<file path="src/rtl/core/ffc_pkg.sv">
// ----------------------------------------------------------------------------
// ffc_pkg
// Shared types and constants of the fixed-length frame checker: frame layout,
// status codes, register map and the per-word result record.
// ----------------------------------------------------------------------------
package ffc_pkg;

    // frame layout
    localparam int HEADER_BYTES      = 21;
    localparam int HDR_FIELD_BYTES   = 20;   // header bytes that carry fields
    localparam int PAYLOAD_BYTES_DEF = 128;
    localparam int OFFSET_W          = 13;

    // field byte positions inside the header, little-endian
    localparam int OFF_PREAMBLE = 0;
    localparam int OFF_SEQ      = 2;
    localparam int OFF_SECONDS  = 6;
    localparam int OFF_MICROS   = 10;
    localparam int OFF_LENGTH   = 14;
    localparam int OFF_TYPE     = 18;

    // frame status codes
    localparam logic [1:0] ST_GOOD         = 2'd0;
    localparam logic [1:0] ST_BAD_PREAMBLE = 2'd1;
    localparam logic [1:0] ST_BAD_SUM      = 2'd2;

    // register map
    localparam int          APB_ADDR_W      = 3;
    localparam logic        REG_IDX_PREAMBLE = 1'b0;  // paddr[2]
    localparam logic [15:0] PREAMBLE_RESET   = 16'h20F7;

    // output word packing
    localparam int TDATA_W = 168;

    // one result word
    typedef struct packed {
        logic [7:0]          data_byte;
        logic [OFFSET_W-1:0] byte_offset;
        logic                in_payload;
        logic                frame_end;
        logic [1:0]          frame_status;
        logic [31:0]         seq_number;
        logic [31:0]         stamp_seconds;
        logic [31:0]         stamp_micros;
        logic [31:0]         payload_length;
        logic [15:0]         payload_type;
    } t_result;

endpackage

</file>
<file path="src/rtl/core/ffc_frame_core.sv">
// ----------------------------------------------------------------------------
// ffc_frame_core
// Frame state: byte offset counter, modulo-256 running sum and header byte
// capture; forms the result word for the byte at the input register.
// ----------------------------------------------------------------------------
module ffc_frame_core
    import ffc_pkg::*;
#(
    parameter int PAYLOAD_BYTES = PAYLOAD_BYTES_DEF
)
(
    input  logic        i_clk,
    input  logic        i_rst_n,
    input  logic        i_fire,
    input  logic [7:0]  i_byte,
    input  logic [15:0] i_expected_preamble,
    output t_result     o_result
);

    localparam logic [OFFSET_W-1:0] FRAME_LAST =
        OFFSET_W'(HEADER_BYTES + PAYLOAD_BYTES - 1);

    logic [OFFSET_W-1:0] r_offset;
    logic [OFFSET_W-1:0] n_offset;
    logic [7:0]          r_sum;
    logic [7:0]          n_sum;
    logic [7:0]          r_hdr [HDR_FIELD_BYTES];

    logic [OFFSET_W-1:0] w_off;
    logic                w_last;
    logic [15:0]         w_preamble;
    logic [1:0]          w_status;

    // offset, sum and next count
    always_comb begin
        w_off    = (r_offset > FRAME_LAST) ? '0 : r_offset;
        w_last   = (w_off == FRAME_LAST);
        n_sum    = (w_off == '0) ? i_byte : 8'(r_sum + i_byte);
        n_offset = w_last ? '0 : OFFSET_W'(w_off + 1'b1);
    end

    // state registers
    always_ff @(posedge i_clk) begin
        if (!i_rst_n) begin
            r_offset <= '0;
            r_sum    <= '0;
            for (int i = 0; i < HDR_FIELD_BYTES; i++) begin
                r_hdr[i] <= '0;
            end
        end else if (i_fire) begin
            r_offset <= n_offset;
            r_sum    <= n_sum;
            for (int i = 0; i < HDR_FIELD_BYTES; i++) begin
                if (w_off == OFFSET_W'(i)) begin
                    r_hdr[i] <= i_byte;
                end
            end
        end
    end

    assign w_preamble = {r_hdr[OFF_PREAMBLE+1], r_hdr[OFF_PREAMBLE]};

    // status: preamble checked before the sum
    always_comb begin
        if (w_preamble != i_expected_preamble) begin
            w_status = ST_BAD_PREAMBLE;
        end else if (n_sum != 8'd0) begin
            w_status = ST_BAD_SUM;
        end else begin
            w_status = ST_GOOD;
        end
    end

    // result word; header fields only on the last byte
    always_comb begin
        o_result             = '0;
        o_result.data_byte   = i_byte;
        o_result.byte_offset = w_off;
        o_result.in_payload  = (w_off >= OFFSET_W'(HEADER_BYTES));
        o_result.frame_end   = w_last;
        if (w_last) begin
            o_result.frame_status   = w_status;
            o_result.seq_number     = {r_hdr[OFF_SEQ+3], r_hdr[OFF_SEQ+2],
                                       r_hdr[OFF_SEQ+1], r_hdr[OFF_SEQ]};
            o_result.stamp_seconds  = {r_hdr[OFF_SECONDS+3], r_hdr[OFF_SECONDS+2],
                                       r_hdr[OFF_SECONDS+1], r_hdr[OFF_SECONDS]};
            o_result.stamp_micros   = {r_hdr[OFF_MICROS+3], r_hdr[OFF_MICROS+2],
                                       r_hdr[OFF_MICROS+1], r_hdr[OFF_MICROS]};
            o_result.payload_length = {r_hdr[OFF_LENGTH+3], r_hdr[OFF_LENGTH+2],
                                       r_hdr[OFF_LENGTH+1], r_hdr[OFF_LENGTH]};
            o_result.payload_type   = {r_hdr[OFF_TYPE+1], r_hdr[OFF_TYPE]};
        end
    end

endmodule

</file>
<file path="config.mk">
export PLATFORM = sky130hd
export DESIGN_NAME = ffc_frame_core
export DESIGN_NICKNAME = d
export VERILOG_FILES = /design/src/rtl/core/ffc_pkg.sv /design/src/rtl/core/ffc_frame_core.sv
export SDC_FILE = /design/constraint.sdc
export NUM_CORES = 1
export LEC_CHECK = 0
export BUFFER_PORTS_ARGS = -buffer_cell sky130_fd_sc_hd__buf_2
export CAP_MARGIN = 20
export CORE_UTILIZATION = 50
export CTS_CLUSTER_SIZE = 25
export DETAILED_ROUTE_END_ITERATION = 6
export GPL_TIMING_DRIVEN = 1
export PLACE_DENSITY = 0.75
export SLEW_MARGIN = 15
export SYNTH_ARGS = -nofsm -noshare
export SYNTH_HDL_FRONTEND = slang
export SYNTH_SLANG_ARGS = --single-unit
</file>
<file path="constraint.sdc">
create_clock -name i_clk -period 3.4 [get_ports i_clk]
set_input_delay 0.51 -clock i_clk [delete_from_list [all_inputs] [get_ports i_clk]]
set_output_delay 0.51 -clock i_clk [all_outputs]
set_load 0.005 [all_outputs]
</file>
==> flow_summary.toml, run 1 <==
[place]
port_buffers = 190
routability_congestion = 0.888
detail_placement_hpwl_um = 13600
post_place_setup_slack_ns = 0.209

[setup_path]
worst_path_dominant_cell_family = "compound AO/OA/AOI/OAI gates"
crit_fanout = 27
endpoint_kind = "output pin"
arrival_time_of_the_worst_setup_path_ns = 2.74
critical_path.n_buffers_inverters = 3
crit_path_cell_trace = "o211ai_1 -> a311oi_2 -> nor2_2 -> nand2_2 -> ha_1 -> nand2_1 -> nor3_4 -> o311a_4 -> buf_12 -> buf_12 -> and2_1 -> buf_2"
critical-path-top-cell-by-count = "sky130_fd_sc_hd__buf_12"
critical_path.startpoint_type = "flip-flop"
crit_required_ns = 2.89
worstSetupPathType = "reg2out"
max_stage_delay_ns = 0.38
worst_path_max_delay_cell = "sky130_fd_sc_hd__dfxtp_4"

[status]
outcome = "complete, no violations"

[logic_synthesis]
synth.yosys.warnings = 0
average_size_of_a_mapped_cell_sq_um = 11.0
syn-cell-area_sq_um = 8520
sequential_area_share_after_synthesis = 0.613
postSynthRegisterBits = 181
synthCells = 775
synth_top_area_cell = "sky130_fd_sc_hd__edfxtp_1"
synth_ff_type = "sky130_fd_sc_hd__edfxtp_1"
yosysUniqueCellTypes = 53
synth_top_cells_by_area = "sky130_fd_sc_hd__edfxtp_1 56%, sky130_fd_sc_hd__and2_1 12%, sky130_fd_sc_hd__nor2_1 6.8%, sky130_fd_sc_hd__dfxtp_1 4.9%, sky130_fd_sc_hd__nand2_1 2.8%"
synth_top_area_share = 0.564
synth_edf_count = 160
async_flop_share = 0

[pwr]
static-leakage-power_nw = 4.67
vdd.ir_drop.worst_uv = 336
power_per_cell_area_nw_per_um2 = 475

[global_route]
number_of_antenna_violations_at_the_first_check_in_global_routing = 0
grt_max_degree = 61
first_global_vias = 5716
gr-usage-all-layers = 0.237
gr-total-overflow = 0
wire_length_of_the_first_global_routing_pass_um = 31400

[clocking]
tritoncts.num_buffers = 17
clkSlewWorstSetupHoldPaths_ns = 0.06
clock_sinks = 181
tritoncts = "yes"
h-tree-depth = 4
clk-insertion-delay-late_ns = 0.42
cts.path.max_buffers = 2
clockRootBuffer = "sky130_fd_sc_hd__clkbuf_16"

[sta]
max-slew-margin-rel = 0.577
layout_worst_path_cycle_share = 0.957
worst-slew-pin-transition_ns = 0.631
max_freq_mhz = 307
setup_viol_count_final = 0
period_needed_ns = 3.25
hold_violations = 0
clock-skew-final_ns = 0.00653
layout_setup_ws_ns = 0.147
report.final.slew_viol_count = 0

[floorplan]
rows = 47
fp.dieArea_sq_um = 17600
floorplan.initialDensity = 0.514
die-width_um = 133
placeableCoreArea_sq_um = 16600
die_height_um = 133
ios = 196

[route]
routed-via-count = 6279
postRouteAntennaNets = 0
wl_per_cell_um = 17.2
finalWirelength_um = 20600
drt-vias-per-instance = 5.24
drt_first_iter_violations = 383
drt_pass1_iterations = 5
remaining_drc_errors = 0

[cells_and_area]
layout_commonest_cell = "sky130_fd_sc_hd__buf_2"
final_cell_mix = "190 x sky130_fd_sc_hd__buf_2, 160 x sky130_fd_sc_hd__edfxtp_1, 157 x sky130_fd_sc_hd__and2_1"
insertedDiodeCount = 0
fillCellCount = 1369
fin_nets = 1005
finish.utilization = 0.633
share_of_final_layout_standard_cells_stronger_than_drive_strength_1 = 0.286
syn2layout_area_growth_pct = 23.1

[job]
max-cap-violations = 0

[min_path]
min-delay-path-class = "reg2reg"
[what timing repair did]
action	CTS	global route
cloned	2	1
setup endpoints to repair	142	146
pin swaps	2	3
gates resized for setup	3	13
hold buffers	0	0
setup buffers	1	8
[where the power goes]
part / internal [mW] / switching (mW) / total (mW)
clock: 1.29 / 0.793 / 2.08
combinational: 0.126 / 0.226 / 0.352
sequential: 2.51 / 0.0337 / 2.54
total: 3.93 / 1.05 / 4.98
[final timing paths]
check                    start       endpoint  slack (ns)  cells past startpoint
setup / recovery   r_offset[4]  o_result[135]        0.15                     12
setup reg to reg   r_offset[8]   r_hdr[8][15]        0.71                      6
hold / removal    r_offset[11]   r_offset[11]        0.46                      1
hold reg to reg   r_offset[11]   r_offset[11]        0.46                      1
[per-layer routing]
layer  share of wire  GRT usage  vias up
li1                -          -     2972
met1            0.43      0.320     3038
met2            0.49      0.386      243
met3           0.061     0.0502       26
met4           0.020     0.0722        0
met5               0          0        -
[metrics by stage]
stage / instance area, sq um / hold WS, ns / total power [mW] / TNS [ns] / std cells
final: 10500 / 0.463 / 4.98 / 0 / 1198
after global routing: 10500 / 0.465 / 5.13 / -0.587 / 1198
after CTS: 10400 / 0.452 / 4.98 / 0 / 1188
after detailed placement: 9690 / 0.445 / 2.93 / 0 / 1154
after global placement: 9690 / 0.444 / 2.92 / 0 / 1154
after floorplan: 8540 / 0.431 / 2.82 / 0 / 779
[cell usage after synthesis (all sizes together), types with 2 or more instances]
| master | number |
|---|---|
| mux2 | 2 |
| nand2b | 3 |
| or2 | 2 |
| a21boi | 3 |
| a21o | 3 |
| o31a | 2 |
| nand4 | 5 |
| o211a | 2 |
| xnor2 | 20 |
| nor2 | 155 |
| clkbuf | 37 |
| a311oi | 2 |
| nand2 | 64 |
| dfxtp | 21 |
| ha | 11 |
| inv | 16 |
| edfxtp | 160 |
| mux2i | 7 |
| o21ai | 13 |
| a31o | 2 |
| nor4 | 3 |
| nand3 | 10 |
| nor3 | 7 |
| a21oi | 14 |
| nor4b | 2 |
| o22ai | 3 |
| nor2b | 5 |
| buf | 21 |
| o21a | 6 |
| and2 | 157 |
[sequential cells by signal (all words and copies together), names as in the netlist]
name      cells
r_offset     13
r_hdr       160
r_sum         8
[worst reg2reg max path, stage by stage, from the launching register on]
cell	delay [ns]
sky130_fd_sc_hd__dfxtp_2	0.38
sky130_fd_sc_hd__nor3_1	0.24
sky130_fd_sc_hd__and2_1	0.37
sky130_fd_sc_hd__nand3_1	0.14
sky130_fd_sc_hd__nor4b_2	0.54
sky130_fd_sc_hd__nand2_1	0.33
sky130_fd_sc_hd__nand2_1	0.36
[cell type report]
class	count	area (sq um)	area share
clock inverters	12	185	0.0177
multi-input cells	526	3030	0.288
flip-flops and latches	181	5240	0.499
inverters	16	60.1	0.00572
well taps	220	275	0.0262
repair buffers	224	1270	0.121
clock buffers	19	433	0.0413
[cells by family after synthesis]
logic type | count (synthesis) | share of synthesized area
muxes | 9 | 0.0109
DFF | 181 | 0.613
and+or+nand+nor | 422 | 0.251
adders and majority gates | 12 | 0.0185
xor gates and xnor gates | 20 | 0.0206
buffers and inverters | 74 | 0.0411
other | 1 | 0.000440
AOI/OAI and AO/OA | 56 | 0.0443
No activity file was read; power rests on OpenSTA's default activity.
==> inputs of run 2 (changes only) <==
==> constraint.sdc (replaced) <==
create_clock -name i_clk -period 3.4 [get_ports i_clk]
set_input_delay 1.02 -clock i_clk [delete_from_list [all_inputs] [get_ports i_clk]]
set_output_delay 1.02 -clock i_clk [all_outputs]
set_load 0.005 [all_outputs]
==> run 2 against run 1 <==
Compared with the run above: the run now ends with setup timing left; clock skew rose by 0.0016 ns; combinational power rose by 18%; flip-flop and latch count did not move; worst hold slack improved by 0.0087 ns; largest cell class unchanged; maximum frequency fell by 18%; non-clock buffer count rose by 58; count of clock-buffer cells in the layout did not move; global-route usage rose by 3.3 points; critical path type is now in2out; highest routed layer unchanged.
==> flow_summary.toml, run 2 (same netlist as run 1, synthesis figures left out) <==
[cells_and_area]
fin_nets = 1061
syn2layout_area_growth_pct = 47.6
max_flop_register = "r_hdr"
final_cell_area_excluding_filler_cells_sq_um = 12600
fillCellCount = 1015
share_of_final_layout_standard_cells_stronger_than_drive_strength_1 = 0.485
largest_registers = "r_hdr: 160 flops, r_offset: 13 flops, r_sum: 8 flops"
final_cell_mix = "160 x sky130_fd_sc_hd__edfxtp_1, 153 x sky130_fd_sc_hd__nor2_1, 148 x sky130_fd_sc_hd__buf_6"
max_reg_flops = 160
layout_commonest_cell = "sky130_fd_sc_hd__edfxtp_1"
finish.utilization = 0.758

[setup_path]
crit_required_ns = 2.38
worstSetupPathType = "in2out"
crit_fanout = 3
endpoint_kind = "output pin"
arrival_time_of_the_worst_setup_path_ns = 2.93
critical_path.startpoint_type = "input port"

[route]
drt-vias-per-instance = 5.40
finalWirelength_um = 25600
drt_pass1_iterations = 5
routed-via-count = 6775
drt_first_iter_violations = 415
wl_per_cell_um = 20.4
postRouteAntennaNets = 0
remaining_drc_errors = 0

[floorplan]
fp.dieArea_sq_um = 17600
rows = 47
floorplan.initialDensity = 0.514
ios = 196
die_height_um = 133
die-width_um = 133
placeableCoreArea_sq_um = 16600

[sta]
max_freq_mhz = 253
period_needed_ns = 3.95
worst-slew-pin-transition_ns = 0.635
max-slew-margin-rel = 0.576
setup_tns_ns = -43.68
clock-skew-final_ns = 0.00811
report.final.slew_viol_count = 0
layout_worst_path_cycle_share = 1.16
hold_violations = 0
grt_setup_unrepaired = "true"
layout_setup_ws_ns = -0.547
setup_viol_count_final = 147

[global_route]
gr-usage-all-layers = 0.270
grt_max_degree = 35
grt_util_met3 = 0.0490
number_of_antenna_violations_at_the_first_check_in_global_routing = 1
gr-total-overflow = 0
grt_use_met1 = 0.338
wire_length_of_the_first_global_routing_pass_um = 35900
grt_most_used_layer = "met2"
first_global_vias = 6537
grt.met2_usage = 0.470

[pwr]
vdd.ir_drop.worst_uv = 330
fin_total_pwr_mw = 4.75
power_frac_clock = 0.374
internal_power_mw = 3.61
fraction_of_power_consumed_by_combinational_cells = 0.087
power.sequential.fraction = 0.538
sw_frac_of_total = 0.240
power_per_cell_area_nw_per_um2 = 378
static-leakage-power_nw = 5.31
p_sw_mw = 1.14

[clocking]
tritoncts.num_buffers = 17
h-tree-depth = 4
holdBufCountCts = 0
clockRootBuffer = "sky130_fd_sc_hd__clkbuf_16"
clk-insertion-delay-late_ns = 0.43
clkSlewWorstSetupHoldPaths_ns = 0.07
tritoncts = "yes"
clock_sinks = 181
cts.path.max_buffers = 2

[place]
detail_placement_hpwl_um = 13800
post_place_setup_slack_ns = -0.663
port_buffers = 190
dpl-instance-area_sq_um = 9910
routability_congestion = 0.836

[status]
outcome = "finished, violations left"
violated_checks = "setup timing"

[job]
max-cap-violations = 0

[min_path]
min-delay-path-class = "reg2reg"
-- run 2: repair_timing --
| action | in CTS | in global routing |
|---|---|---|
| buffers inserted | 29 | 12 |
| endpoints found under the setup margin | 148 | 148 |
| pin swaps | 75 | 90 |
| gates resized for setup | 190 | 191 |
| endpoints found under the hold margin | 0 | 0 |
| cloned | 17 | 3 |
-- run 2: layout make-up --
class	count	area (sq um)	area share
Tap cell	220	275	0.0219
Clock buffer	19	433	0.0344
Clock inverter	12	85.1	0.00677
Inverter	16	63.8	0.00508
Timing Repair Buffer	282	3020	0.240
Sequential cell	181	5240	0.417
Multi-Input combinational cell	524	3450	0.275
Antenna cell	1	2.50	0.000199
-- run 2: through the flow --
step | cells | hold WS (ns)
2_1_floorplan | 779 | 0.431
3_5_place_dp | 1180 | 0.445
6_report | 1255 | 0.472
3_3_place_gp | 1180 | 0.444
4_1_cts | 1254 | 0.464
5_1_grt | 1255 | 0.505
-- run 2: critical path, stage by stage --
cell                      delay, ns
sky130_fd_sc_hd__buf_8         0.08
sky130_fd_sc_hd__ha_4          0.13
sky130_fd_sc_hd__inv_2         0.03
sky130_fd_sc_hd__fa_2          0.34
sky130_fd_sc_hd__nor2b_2       0.13
sky130_fd_sc_hd__o31a_1        0.20
sky130_fd_sc_hd__a21oi_2       0.05
sky130_fd_sc_hd__or4_4         0.49
sky130_fd_sc_hd__o41ai_2       0.21
sky130_fd_sc_hd__a21oi_1       0.11
sky130_fd_sc_hd__buf_2         0.14
-- run 2: worst paths after layout --
check	to	slack (ns)	start	cells after the start
setup reg to reg	r_hdr[7][8]	0.63	r_offset[1]	10
setup / recovery	o_result[145]	-0.55	i_byte[0]	11
hold reg to reg	r_offset[10]	0.47	r_offset[10]	1
hold / removal	r_offset[10]	0.47	r_offset[10]	1
-- run 2: per-layer routing --
metal | part of all wire | vias to the layer above
li1 | - | 3079
met1 | 0.38 | 3310
met2 | 0.53 | 320
met3 | 0.057 | 66
met4 | 0.035 | 0
met5 | 0 | -
-- run 2: power groups by stage --
| stage | Combinational [mW] | Sequential [mW] | Clock [mW] |
|---|---|---|---|
| 2_1_floorplan | 0.242 | 2.58 | 0 |
| 3_3_place_gp | 0.376 | 2.59 | 0 |
| 3_5_place_dp | 0.385 | 2.59 | 0 |
| 4_1_cts | 0.398 | 2.55 | 1.76 |
| 5_1_grt | 0.452 | 2.56 | 1.86 |
| 6_report | 0.415 | 2.56 | 1.78 |
